`src/hdl/pwbr_pkg.sv`:
```
// shared types, constants and helpers for the pulse-width bit receiver
package pwbr_pkg;

    // receiver phase
    typedef enum logic [1:0] {
        PH_IDLE        = 2'd0,
        PH_WAIT_LOW    = 2'd1,
        PH_WAIT_SAMPLE = 2'd2,
        PH_WAIT_HIGH   = 2'd3
    } t_phase;

    // configuration register indexes
    localparam int unsigned CFG_IDX_W = 2;
    typedef logic [CFG_IDX_W-1:0] t_cfg_idx;
    localparam t_cfg_idx REG_SAMPLE_DELAY  = 2'd0;
    localparam t_cfg_idx REG_TIMEOUT_TICKS = 2'd1;
    localparam t_cfg_idx REG_EXPECTED_BITS = 2'd2;

    // register widths and reset values
    localparam int unsigned DELAY_W  = 8;
    localparam int unsigned COUNT_W  = 10;
    localparam int unsigned CFG_W    = 10;
    localparam logic [DELAY_W-1:0] SAMPLE_DELAY_RST  = 8'd32;
    localparam logic [DELAY_W-1:0] TIMEOUT_TICKS_RST = 8'h3f;
    localparam logic [COUNT_W-1:0] EXPECTED_BITS_RST = 10'd264;

    // result beat
    typedef struct packed {
        logic [7:0] data_byte;
        logic       last;
        logic       timed_out;
    } t_result;

    // move a partial byte's bits to the top, low bits zero
    function automatic logic [7:0] pad_byte(input logic [7:0] b, input logic [2:0] bib);
        logic [3:0] sh;
        sh = 4'd8 - {1'b0, bib};
        if (bib == 3'd0) begin
            return b;
        end
        return 8'(b << sh);
    endfunction

endpackage

```
`src/hdl/pulse_width_bit_receiver_packer.sv`:
```
// pulse-width bit receiver and byte packer, top level
// a result goes to the output register, or to the skid register on a stall
// throughput: one input beat per cycle, every cycle, while the output drains
// an output register plus a skid register decouple the two channels
// reset (synchronous, active low): idle, counters and shift byte cleared,
// registers back to delay 32, timeout 63, 264 bits
module pulse_width_bit_receiver_packer #(
    parameter int unsigned MAX_BITS   = 512,
    parameter int unsigned TICK_WIDTH = 8
) (
    input  logic                            i_clk,
    input  logic                            i_rst_n,
    // configuration writes
    input  logic                            i_cfg_we,
    input  logic [pwbr_pkg::CFG_IDX_W-1:0]  i_cfg_idx,
    input  logic [pwbr_pkg::CFG_W-1:0]      i_cfg_data,
    // line sample / arm beats
    input  logic                            i_in_valid,
    output logic                            o_in_ready,
    input  logic                            i_command,
    input  logic                            i_line_level,
    // received bytes
    output logic                            o_out_valid,
    input  logic                            i_out_ready,
    output logic [7:0]                      o_data_byte,
    output logic                            o_last,
    output logic                            o_timed_out
);

    localparam int unsigned BL_W = $clog2(MAX_BITS + 1);

    // configuration registers
    logic [pwbr_pkg::DELAY_W-1:0] r_sample_delay;
    logic [pwbr_pkg::DELAY_W-1:0] r_timeout_ticks;
    logic [pwbr_pkg::COUNT_W-1:0] r_expected_bits;

    // receiver state
    pwbr_pkg::t_phase      r_phase, n_phase;
    logic [TICK_WIDTH-1:0] r_tick, n_tick;
    logic [BL_W-1:0]       r_bits_left, n_bits_left;
    logic [7:0]            r_shift, n_shift;
    logic [2:0]            r_bib, n_bib;

    // output register and skid
    logic                 r_out_valid;
    pwbr_pkg::t_result    r_out;
    logic                 r_skid_valid;
    pwbr_pkg::t_result    r_skid;

    logic                 accept;
    logic                 res_fire;
    pwbr_pkg::t_result    res;

    logic [TICK_WIDTH-1:0] delay_load, timeout_load, tick_dec;
    logic                  tick_done;
    logic [7:0]            shift_new;
    logic [2:0]            bib_new;
    logic [BL_W-1:0]       bits_dec, arm_bits;

    // skid free means a result always has somewhere to go
    assign o_in_ready = !r_skid_valid;
    assign accept     = i_in_valid && o_in_ready;

    // counter loads taken modulo the counter width, zero acts as full wrap
    assign delay_load   = TICK_WIDTH'(r_sample_delay);
    assign timeout_load = TICK_WIDTH'(r_timeout_ticks);
    assign tick_dec     = r_tick - 1'b1;
    assign tick_done    = (tick_dec == '0);

    assign shift_new = {r_shift[6:0], i_line_level};
    assign bib_new   = r_bib + 3'd1;
    assign bits_dec  = r_bits_left - 1'b1;

    // bit count clamped to 1..MAX_BITS at arm time
    always_comb begin
        if (r_expected_bits == '0) begin
            arm_bits = BL_W'(1);
        end else if (32'(r_expected_bits) > MAX_BITS) begin
            arm_bits = BL_W'(MAX_BITS);
        end else begin
            arm_bits = BL_W'(r_expected_bits);
        end
    end

    // next state and result of one beat
    always_comb begin
        n_phase     = r_phase;
        n_tick      = r_tick;
        n_bits_left = r_bits_left;
        n_shift     = r_shift;
        n_bib       = r_bib;
        res_fire    = 1'b0;
        res         = '0;

        if (i_command) begin
            // arm, drops any reply in progress
            n_bits_left = arm_bits;
            n_shift     = '0;
            n_bib       = '0;
            n_tick      = timeout_load;
            n_phase     = pwbr_pkg::PH_WAIT_LOW;
        end else begin
            case (r_phase)
                pwbr_pkg::PH_WAIT_LOW: begin
                    if (!i_line_level) begin
                        n_tick  = delay_load;
                        n_phase = pwbr_pkg::PH_WAIT_SAMPLE;
                    end else begin
                        n_tick = tick_dec;
                        if (tick_done) begin
                            res_fire      = 1'b1;
                            res.data_byte = pwbr_pkg::pad_byte(r_shift, r_bib);
                            res.last      = 1'b1;
                            res.timed_out = 1'b1;
                            n_phase       = pwbr_pkg::PH_IDLE;
                            n_tick        = '0;
                            n_bits_left   = '0;
                            n_shift       = '0;
                            n_bib         = '0;
                        end
                    end
                end
                pwbr_pkg::PH_WAIT_SAMPLE: begin
                    n_tick = tick_dec;
                    if (tick_done) begin
                        n_bits_left = bits_dec;
                        if (bits_dec == '0) begin
                            // final bit of the reply
                            res_fire      = 1'b1;
                            res.data_byte = pwbr_pkg::pad_byte(shift_new, bib_new);
                            res.last      = 1'b1;
                            n_phase       = pwbr_pkg::PH_IDLE;
                            n_tick        = '0;
                            n_shift       = '0;
                            n_bib         = '0;
                        end else begin
                            n_tick  = timeout_load;
                            n_phase = pwbr_pkg::PH_WAIT_HIGH;
                            n_bib   = bib_new;
                            n_shift = shift_new;
                            if (bib_new == 3'd0) begin
                                // byte complete
                                res_fire      = 1'b1;
                                res.data_byte = shift_new;
                                n_shift       = '0;
                            end
                        end
                    end
                end
                pwbr_pkg::PH_WAIT_HIGH: begin
                    if (i_line_level) begin
                        n_tick  = timeout_load;
                        n_phase = pwbr_pkg::PH_WAIT_LOW;
                    end else begin
                        n_tick = tick_dec;
                        if (tick_done) begin
                            res_fire      = 1'b1;
                            res.data_byte = pwbr_pkg::pad_byte(r_shift, r_bib);
                            res.last      = 1'b1;
                            res.timed_out = 1'b1;
                            n_phase       = pwbr_pkg::PH_IDLE;
                            n_tick        = '0;
                            n_bits_left   = '0;
                            n_shift       = '0;
                            n_bib         = '0;
                        end
                    end
                end
                default: begin
                    // idle ticks are ignored
                end
            endcase
        end
    end

    // configuration registers
    always_ff @(posedge i_clk) begin
        if (!i_rst_n) begin
            r_sample_delay  <= pwbr_pkg::SAMPLE_DELAY_RST;
            r_timeout_ticks <= pwbr_pkg::TIMEOUT_TICKS_RST;
            r_expected_bits <= pwbr_pkg::EXPECTED_BITS_RST;
        end else if (i_cfg_we) begin
            case (i_cfg_idx)
                pwbr_pkg::REG_SAMPLE_DELAY:  r_sample_delay  <= i_cfg_data[7:0];
                pwbr_pkg::REG_TIMEOUT_TICKS: r_timeout_ticks <= i_cfg_data[7:0];
                pwbr_pkg::REG_EXPECTED_BITS: r_expected_bits <= i_cfg_data;
                default: begin
                    // unused index, write dropped
                end
            endcase
        end
    end

    // receiver state, advances on accepted beats only
    always_ff @(posedge i_clk) begin
        if (!i_rst_n) begin
            r_phase     <= pwbr_pkg::PH_IDLE;
            r_tick      <= '0;
            r_bits_left <= '0;
            r_shift     <= '0;
            r_bib       <= '0;
        end else if (accept) begin
            r_phase     <= n_phase;
            r_tick      <= n_tick;
            r_bits_left <= n_bits_left;
            r_shift     <= n_shift;
            r_bib       <= n_bib;
        end
    end

    // output register with skid: a stalled output parks the new result aside
    always_ff @(posedge i_clk) begin
        if (!i_rst_n) begin
            r_out_valid  <= 1'b0;
            r_skid_valid <= 1'b0;
        end else if (r_out_valid && !i_out_ready) begin
            if (accept && res_fire) begin
                r_skid_valid <= 1'b1;
            end
        end else if (r_skid_valid) begin
            r_out_valid  <= 1'b1;
            r_skid_valid <= 1'b0;
        end else begin
            r_out_valid <= accept && res_fire;
        end
    end

    // payload, no reset needed
    always_ff @(posedge i_clk) begin
        if (r_out_valid && !i_out_ready) begin
            if (accept && res_fire) begin
                r_skid <= res;
            end
        end else if (r_skid_valid) begin
            r_out <= r_skid;
        end else if (accept && res_fire) begin
            r_out <= res;
        end
    end

    assign o_out_valid = r_out_valid;
    assign o_data_byte = r_out.data_byte;
    assign o_last      = r_out.last;
    assign o_timed_out = r_out.timed_out;

endmodule
```
`config.mk`:
```
export PLATFORM = sky130hd
export DESIGN_NAME = pulse_width_bit_receiver_packer
export DESIGN_NICKNAME = d
export VERILOG_FILES = /design/src/hdl/pwbr_pkg.sv /design/src/hdl/pulse_width_bit_receiver_packer.sv
export SDC_FILE = /design/constraint.sdc
export NUM_CORES = 1
export LEC_CHECK = 0
export BUFFER_PORTS_ARGS = -buffer_cell sky130_fd_sc_hd__buf_4
export CAP_MARGIN = 20
export CELL_PAD_IN_SITES_DETAIL_PLACEMENT = 1
export CELL_PAD_IN_SITES_GLOBAL_PLACEMENT = 2
export CORE_MARGIN = 8
export CORE_UTILIZATION = 38
export DETAILED_ROUTE_END_ITERATION = 16
export HOLD_SLACK_MARGIN = 0.08
export PLACE_DENSITY_LB_ADDON = 0.1
export SLEW_MARGIN = 20
export SYNTH_ARGS = -nofsm -noshare
export SYNTH_HDL_FRONTEND = slang
export SYNTH_SLANG_ARGS = --single-unit
export TNS_END_PERCENT = 50
```
`constraint.sdc`:
```
create_clock -name i_clk -period 4.15 [get_ports i_clk]
set_input_delay 0.83 -clock i_clk [delete_from_list [all_inputs] [get_ports i_clk]]
set_output_delay 0.83 -clock i_clk [all_outputs]
set_load 0.005 [all_outputs]
```
==> results.cfg, run 1 <==
[status]
outcome = finished clean

[clock_tree]
cts_setup_buffers = 0
cts_max_level = 3
clk_root_buffer_cell = clkbuf_16
cts.sinks = 79
cts_buffers = 9
clock_insertion_delay_worst_skew_ns = 0.34
cts_hold_buf = 0
clk_path_buf_depth = 2
cts_resized = 0
cts_tree = built
clk_pin_slew_worst_paths_ns = 0.06

[worst_hold_path]
hold_class = reg2reg

[timing]
maxSlewViolCount = 0
rsz0062_at_grt = false
tns_ns = 0
max_slew_margin_pct = 51.9
skew_ns = 0.00957
min_period_over_period_pct = 82.0
max_freq_mhz = 294
hold_violations = 0
setup_viol = 0
period_minus_slack_ns = 3.40
worst_slew_pin_slew_ns = 0.722

[power_and_ir_drop]
power_leakage_nw = 2.06
peakVddDrop_mv = 0.196
cellPowerDensity_nw_per_um2 = 338
p_sw_mw = 0.524
total_power_mw = 1.93
power_frac_seq_pct = 43.9
p_sw_share_pct = 27.2
clock_power_share_pct = 41.6
p_int_mw = 1.40
combPwrFrac_pct = 14.5

[floorplan]
core_area_sq_um = 13100
io_pins = 31
initial_utilization_pct = 38.6
die-width_microns = 132
die_h_microns = 132
dieArea_sq_um = 17300
rows = 42

[routing]
wirelength_microns = 15000
first_pass_iters = 5
postRouteAntennaNets = 0
vias_per_cell = 5.79
drc = 0
vias = 4563
wl_per_cell_microns = 19.1
dr.first_iter.drc_count = 241

[cells_and_area]
fillers = 1565
register_area_sq_um = 1780
layout_common_cells = 66 x nand2_1, 59 x dfxtp_1, 40 x buf_4, 36 x nor2_1, 36 x mux2i_1
final_common_cell = nand2_1
nets = 639
multiInputGateArea_sq_um = 3020
drive_gt1_share_pct = 12.9
area_growth_pct = 12.2
antenna_cells = 0

[grt]
grt_pass1_wl_microns = 25100
grt_start_max_net_pins = 63
overflow = 0
groute.usage.overall_pct = 17.4
grt_pass1_vias = 4642
antenna_found_initial = 0

[flow_run]
drv_cap = 0

[critical_path]
cp_slowest_stage_delay_ns = 0.64
crit_family = simple AND/OR/NAND/NOR gates
startpoint_type = flop
critical_path_depth = 9
cp.buffers_inverters = 2
crit_chain = inv_1 -> ha_1 -> or4b_2 -> nor4_1 -> nor3_1 -> o311ai_0 -> a21oi_1 -> nor2b_1 -> buf_4
end_kind = flop
cp_slowest_cell = or4b_2
startpoint = r_bits_left[0]
crit_end = o_data_byte[5]
timing.rr.end = o_data_byte[5]
crit_fanout = 10
arrival_ns = 3.45
required_ns = 4.20
r2r-start = r_bits_left[0]
ff2ff_path_depth = 9
r2r_slack_ns = 0.75
worstSetupPathType = reg2reg

[yosys]
ys_warn_count = 0
synth_edf_count = 20
ys_seq_elements = 79
synth_async_sr_flop_share_pct = 0
synth_cell_types = 70
syn_avg_cell_area_sq_um = 8.33
synth_cells = 609
syn_area_sq_um = 5070
ys.flop_type = dfxtp_1
synth_seq_area_share_pct = 35.1
synth_nets = 641

[placement]
portBuffers = 30
hpwl_microns = 11100
gp_congestion = 0.835
worst min-delay path, delay by kind of cell (launching register included):
kind	cells	cell delay (ns)
simple gates	1	0.06
flops	1	0.33
compound gates	1	0.07
power by group through the flow:
| stage | logic [mW] | registers [mW] | clock network [mW] |
|---|---|---|---|
| CTS | 0.281 | 0.845 | 0.818 |
| global placement | 0.271 | 0.860 | 0 |
| finish | 0.280 | 0.846 | 0.801 |
| global route | 0.312 | 0.849 | 0.853 |
| floorplan | 0.212 | 0.839 | 0 |
| detailed placement | 0.279 | 0.862 | 0 |
worst min-delay path by stage:
stage	end	depth (start not counted)	from
3_3_place_gp	r_shift[7]	2	r_shift[7]
6_report	r_shift[7]	2	r_shift[7]
2_1_floorplan	delay_load[5]	2	delay_load[5]
4_1_cts	r_shift[7]	2	r_shift[7]
3_5_place_dp	r_shift[7]	2	r_shift[7]
5_1_grt	r_shift[7]	2	r_shift[7]
cells in the mapped netlist, drive strengths merged (3+ instances only):
cell type | count | area (sq um)
o22ai | 4 | 25.0
o221ai | 4 | 35.0
edfxtp | 20 | 601
a21oi | 33 | 165
o211a | 4 | 40.0
nand2 | 66 | 248
a22oi | 8 | 60.1
buf | 13 | 56.3
clkbuf | 40 | 150
a21boi | 7 | 52.6
or2 | 5 | 31.3
nor2 | 36 | 135
a31oi | 9 | 56.3
nor4 | 10 | 62.6
nor3 | 16 | 85.1
dfxtp | 59 | 1180
nand3 | 18 | 90.1
o21ai | 36 | 180
inv | 19 | 71.3
xor2 | 4 | 35.0
a211oi | 4 | 30.0
nor3b | 8 | 60.1
mux2i | 36 | 360
ha | 13 | 163
xnor2 | 3 | 26.3
nand2b | 6 | 37.5
a31o | 5 | 43.8
o41ai | 5 | 51.3
a32oi | 6 | 52.6
o31ai | 10 | 80.1
or4 | 4 | 33.8
a221oi | 5 | 43.8
o211ai | 13 | 97.6
nand3b | 6 | 45.0
o21a | 3 | 22.5
or3 | 10 | 62.6
nor2b | 25 | 156
per-layer routing:
layer,up-vias,global-route usage (%),part of all wire [%]
li1,2247,-,-
met1,2224,24.2,50
met2,80,27.2,45
met3,12,2.63,3.9
met4,0,4.91,1.1
met5,-,0,0
stage by stage:
step	setup slack, ns	cell area (sq um)	util, %	hold slack (ns)	cells
final	0.746	5690	43.3	0.516	788
after global routing	0.436	5690	43.3	0.539	788
after CTS	0.728	5690	43.3	0.516	788
after detailed placement	0.746	5390	41.1	0.508	772
after global placement	0.835	5390	41.1	0.487	772
after floorplan	0.789	5070	-	0.442	609
cell type report:
cell class,instances,share of cell area [%]
Clock buffer,11,4.26
Clock inverter,5,0.989
Inverter,19,1.25
Multi-Input combinational cell,458,53.1
Sequential cell,79,31.3
Tap cell,176,3.87
Timing Repair Buffer,40,5.27
logic make-up after synthesis:
| family | synth area share (%) |
|---|---|
| xor gates and xnor gates | 1.21 |
| muxes | 8.43 |
| buffers and inverters | 5.47 |
| AOI/OAI and AO/OA | 24.1 |
| adders and majority gates | 3.21 |
| DFF | 35.1 |
| and+or+nand+nor | 22.4 |
registers in the layout, indices dropped and copies added, names as in the netlist, 3 cells and up:
register         count
r_bib                3
delay_load           8
r_timeout_ticks      8
r_expected_bits     10
r_shift              8
r_bits_left         10
r_skid              10
o_data_byte          8
r_tick               8
Note: power is estimated with default switching activity, not from simulation.
==> inputs of run 2 (changes only) <==
--- a/config.mk
+++ b/config.mk
@@ -10,7 +10,7 @@
 export CELL_PAD_IN_SITES_DETAIL_PLACEMENT = 1
 export CELL_PAD_IN_SITES_GLOBAL_PLACEMENT = 2
 export CORE_MARGIN = 8
-export CORE_UTILIZATION = 38
+export CORE_UTILIZATION = 34
 export DETAILED_ROUTE_END_ITERATION = 16
 export HOLD_SLACK_MARGIN = 0.08
 export PLACE_DENSITY_LB_ADDON = 0.1
==> constraint.sdc (replaced) <==
create_clock -name i_clk -period 3.1 [get_ports i_clk]
set_input_delay 0.62 -clock i_clk [delete_from_list [all_inputs] [get_ports i_clk]]
set_output_delay 0.62 -clock i_clk [all_outputs]
set_load 0.005 [all_outputs]
==> run 2 against run 1 <==
  * Sequential share of layout area down 0.91 points
  * Critical path depth rose by 1
  * Clock skew shrank 0.0027 ns
  * Clock power is 29% higher
  * Largest power group unchanged
  * Highest routed layer unchanged
==> results.cfg, run 2 (synthesized netlist as in run 1, its figures left out) <==
[critical_path]
cp_slowest_stage_delay_ns = 0.62
crit_chain = inv_1 -> ha_1 -> or4b_2 -> nor4_1 -> nor3_1 -> o311ai_0 -> buf_4 -> nand2_1 -> nor3_2 -> buf_4
required_ns = 3.14
critical_path_depth = 10
startpoint = r_bits_left[1]
path_common_cell = buf_4
startpoint_type = flop
crit_end = r_skid[9]
end_kind = flop
timing.rr.end = r_skid[9]
cp.buffers_inverters = 3
r2r-start = r_bits_left[1]
cp_slowest_cell = or4b_2
worstSetupPathType = reg2reg
arrival_ns = 3.01
crit_family = simple AND/OR/NAND/NOR gates
ff2ff_path_depth = 10
r2r_slack_ns = 0.13
crit_fanout = 10

[timing]
period_minus_slack_ns = 2.97
setup_viol = 0
worst_slew_pin_slew_ns = 0.680
max_freq_mhz = 337
maxSlewViolCount = 0
skew_ns = 0.00684
whs_ns = 0.509
rsz0062_at_grt = false
hold_violations = 0
min_period_over_period_pct = 95.7
max_slew_margin_pct = 54.5

[power_and_ir_drop]
combPwrFrac_pct = 16.0
peakVddDrop_mv = 0.214
power_frac_seq_pct = 43.9
p_sw_share_pct = 27.9
power_leakage_nw = 2.17
clock_power_share_pct = 40.1
p_int_mw = 1.85
cellPowerDensity_nw_per_um2 = 437
total_power_mw = 2.56
p_sw_mw = 0.716

[cells_and_area]
layout_common_cells = 66 x nand2_1, 62 x buf_4, 59 x dfxtp_1, 36 x nor2_1, 36 x mux2i_1
area_growth_pct = 15.6
multiInputGateArea_sq_um = 3040
finalNonFillerCells = 818
fillers = 1731
register_area_sq_um = 1780
drive_gt1_share_pct = 16.2
nets = 661
fin_area_sq_um = 5860
final_common_cell = nand2_1
reg.largest.list = r_bits_left: 10 flops, r_expected_bits: 10 flops, r_skid: 10 flops
antenna_cells = 0
utilization_pct = 40.3

[routing]
top_layer = met4
dr.first_iter.drc_count = 210
wl_met3_microns = 446
postRouteAntennaNets = 0
met1_length_microns = 8120
met2_length_microns = 6720
wl_per_cell_microns = 18.8
first_pass_iters = 4
wirelength_microns = 15400
vias = 4652
vias_per_cell = 5.69
drc = 0

[floorplan]
initial_utilization_pct = 34.9
die-width_microns = 138
die_h_microns = 138
rows = 44
io_pins = 31
dieArea_sq_um = 19100
core_area_sq_um = 14500

[status]
outcome = finished clean

[worst_hold_path]
hold_class = reg2reg

[clock_tree]
clk_root_buffer_cell = clkbuf_16
cts.sinks = 79
cts_tree = built
clk_path_buf_depth = 2
cts_setup_buffers = 0
cts_max_level = 3
clock_insertion_delay_worst_skew_ns = 0.34
cts_buffers = 9
clk_pin_slew_worst_paths_ns = 0.06

[grt]
groute.usage.overall_pct = 16.0
antenna_found_initial = 0
overflow = 0
grt_pass1_vias = 4654
grt_start_max_net_pins = 30
grt_pass1_wl_microns = 25700

[placement]
dp.cells = 802
hpwl_microns = 11500
postPlaceCellArea_sq_um = 5570
portBuffers = 30
gp_congestion = 0.847

[flow_run]
drv_cap = 0
## run 2: layer usage
metal	vias up	global-route usage, %
li1	2294	-
met1	2286	23.3
met2	65	23.6
met3	7	2.84
met4	0	4.12
met5	-	0
## run 2: power groups by stage
stage          logic, mW  clock network, mW  registers (mW)
2_1_floorplan      0.284                  0            1.12
3_3_place_gp       0.399                  0            1.14
3_5_place_dp       0.405                  0            1.15
4_1_cts            0.407               1.06            1.12
5_1_grt            0.456               1.10            1.13
6_report           0.410               1.03            1.12
## run 2: stage by stage
stage	setup TNS (ns)	worst slack, ns
floorplan	-0.554	-0.0554
global placement	0	0.246
detailed placement	0	0.150
CTS	0	0.122
global route	0	0.00204
finish	0	0.134
## run 2: worst min-delay path by stage
stage	endpoint	startpoint	cells after the start	slack, ns
floorplan	delay_load[5]	delay_load[5]	2	0.44
global placement	r_shift[7]	r_shift[7]	2	0.49
detailed placement	r_timeout_ticks[7]	r_timeout_ticks[7]	2	0.50
CTS	r_timeout_ticks[7]	r_timeout_ticks[7]	2	0.51
global route	r_expected_bits[3]	i_cfg_data[3]	3	0.53
finish	r_timeout_ticks[7]	r_timeout_ticks[7]	2	0.51
## run 2: layout make-up
type | count | area share, %
multi-input combinational | 458 | 51.8
sequential | 79 | 30.4
timing repair buffer | 62 | 7.94
clock buffer | 14 | 4.52
tap | 184 | 3.93
inverter | 19 | 1.22
clock inverter | 2 | 0.235
## run 2: tightest hold or removal path: cells and delay by family, from the launching register on
kind            cells  cell delay, ns
flops               1            0.33
compound gates      1            0.07
simple gates        1            0.06
## run 2: repair_timing
item                       CTS  global route
gates resized for setup      0             3
setup endpoints to repair    0            30
hold buffers                 0             0
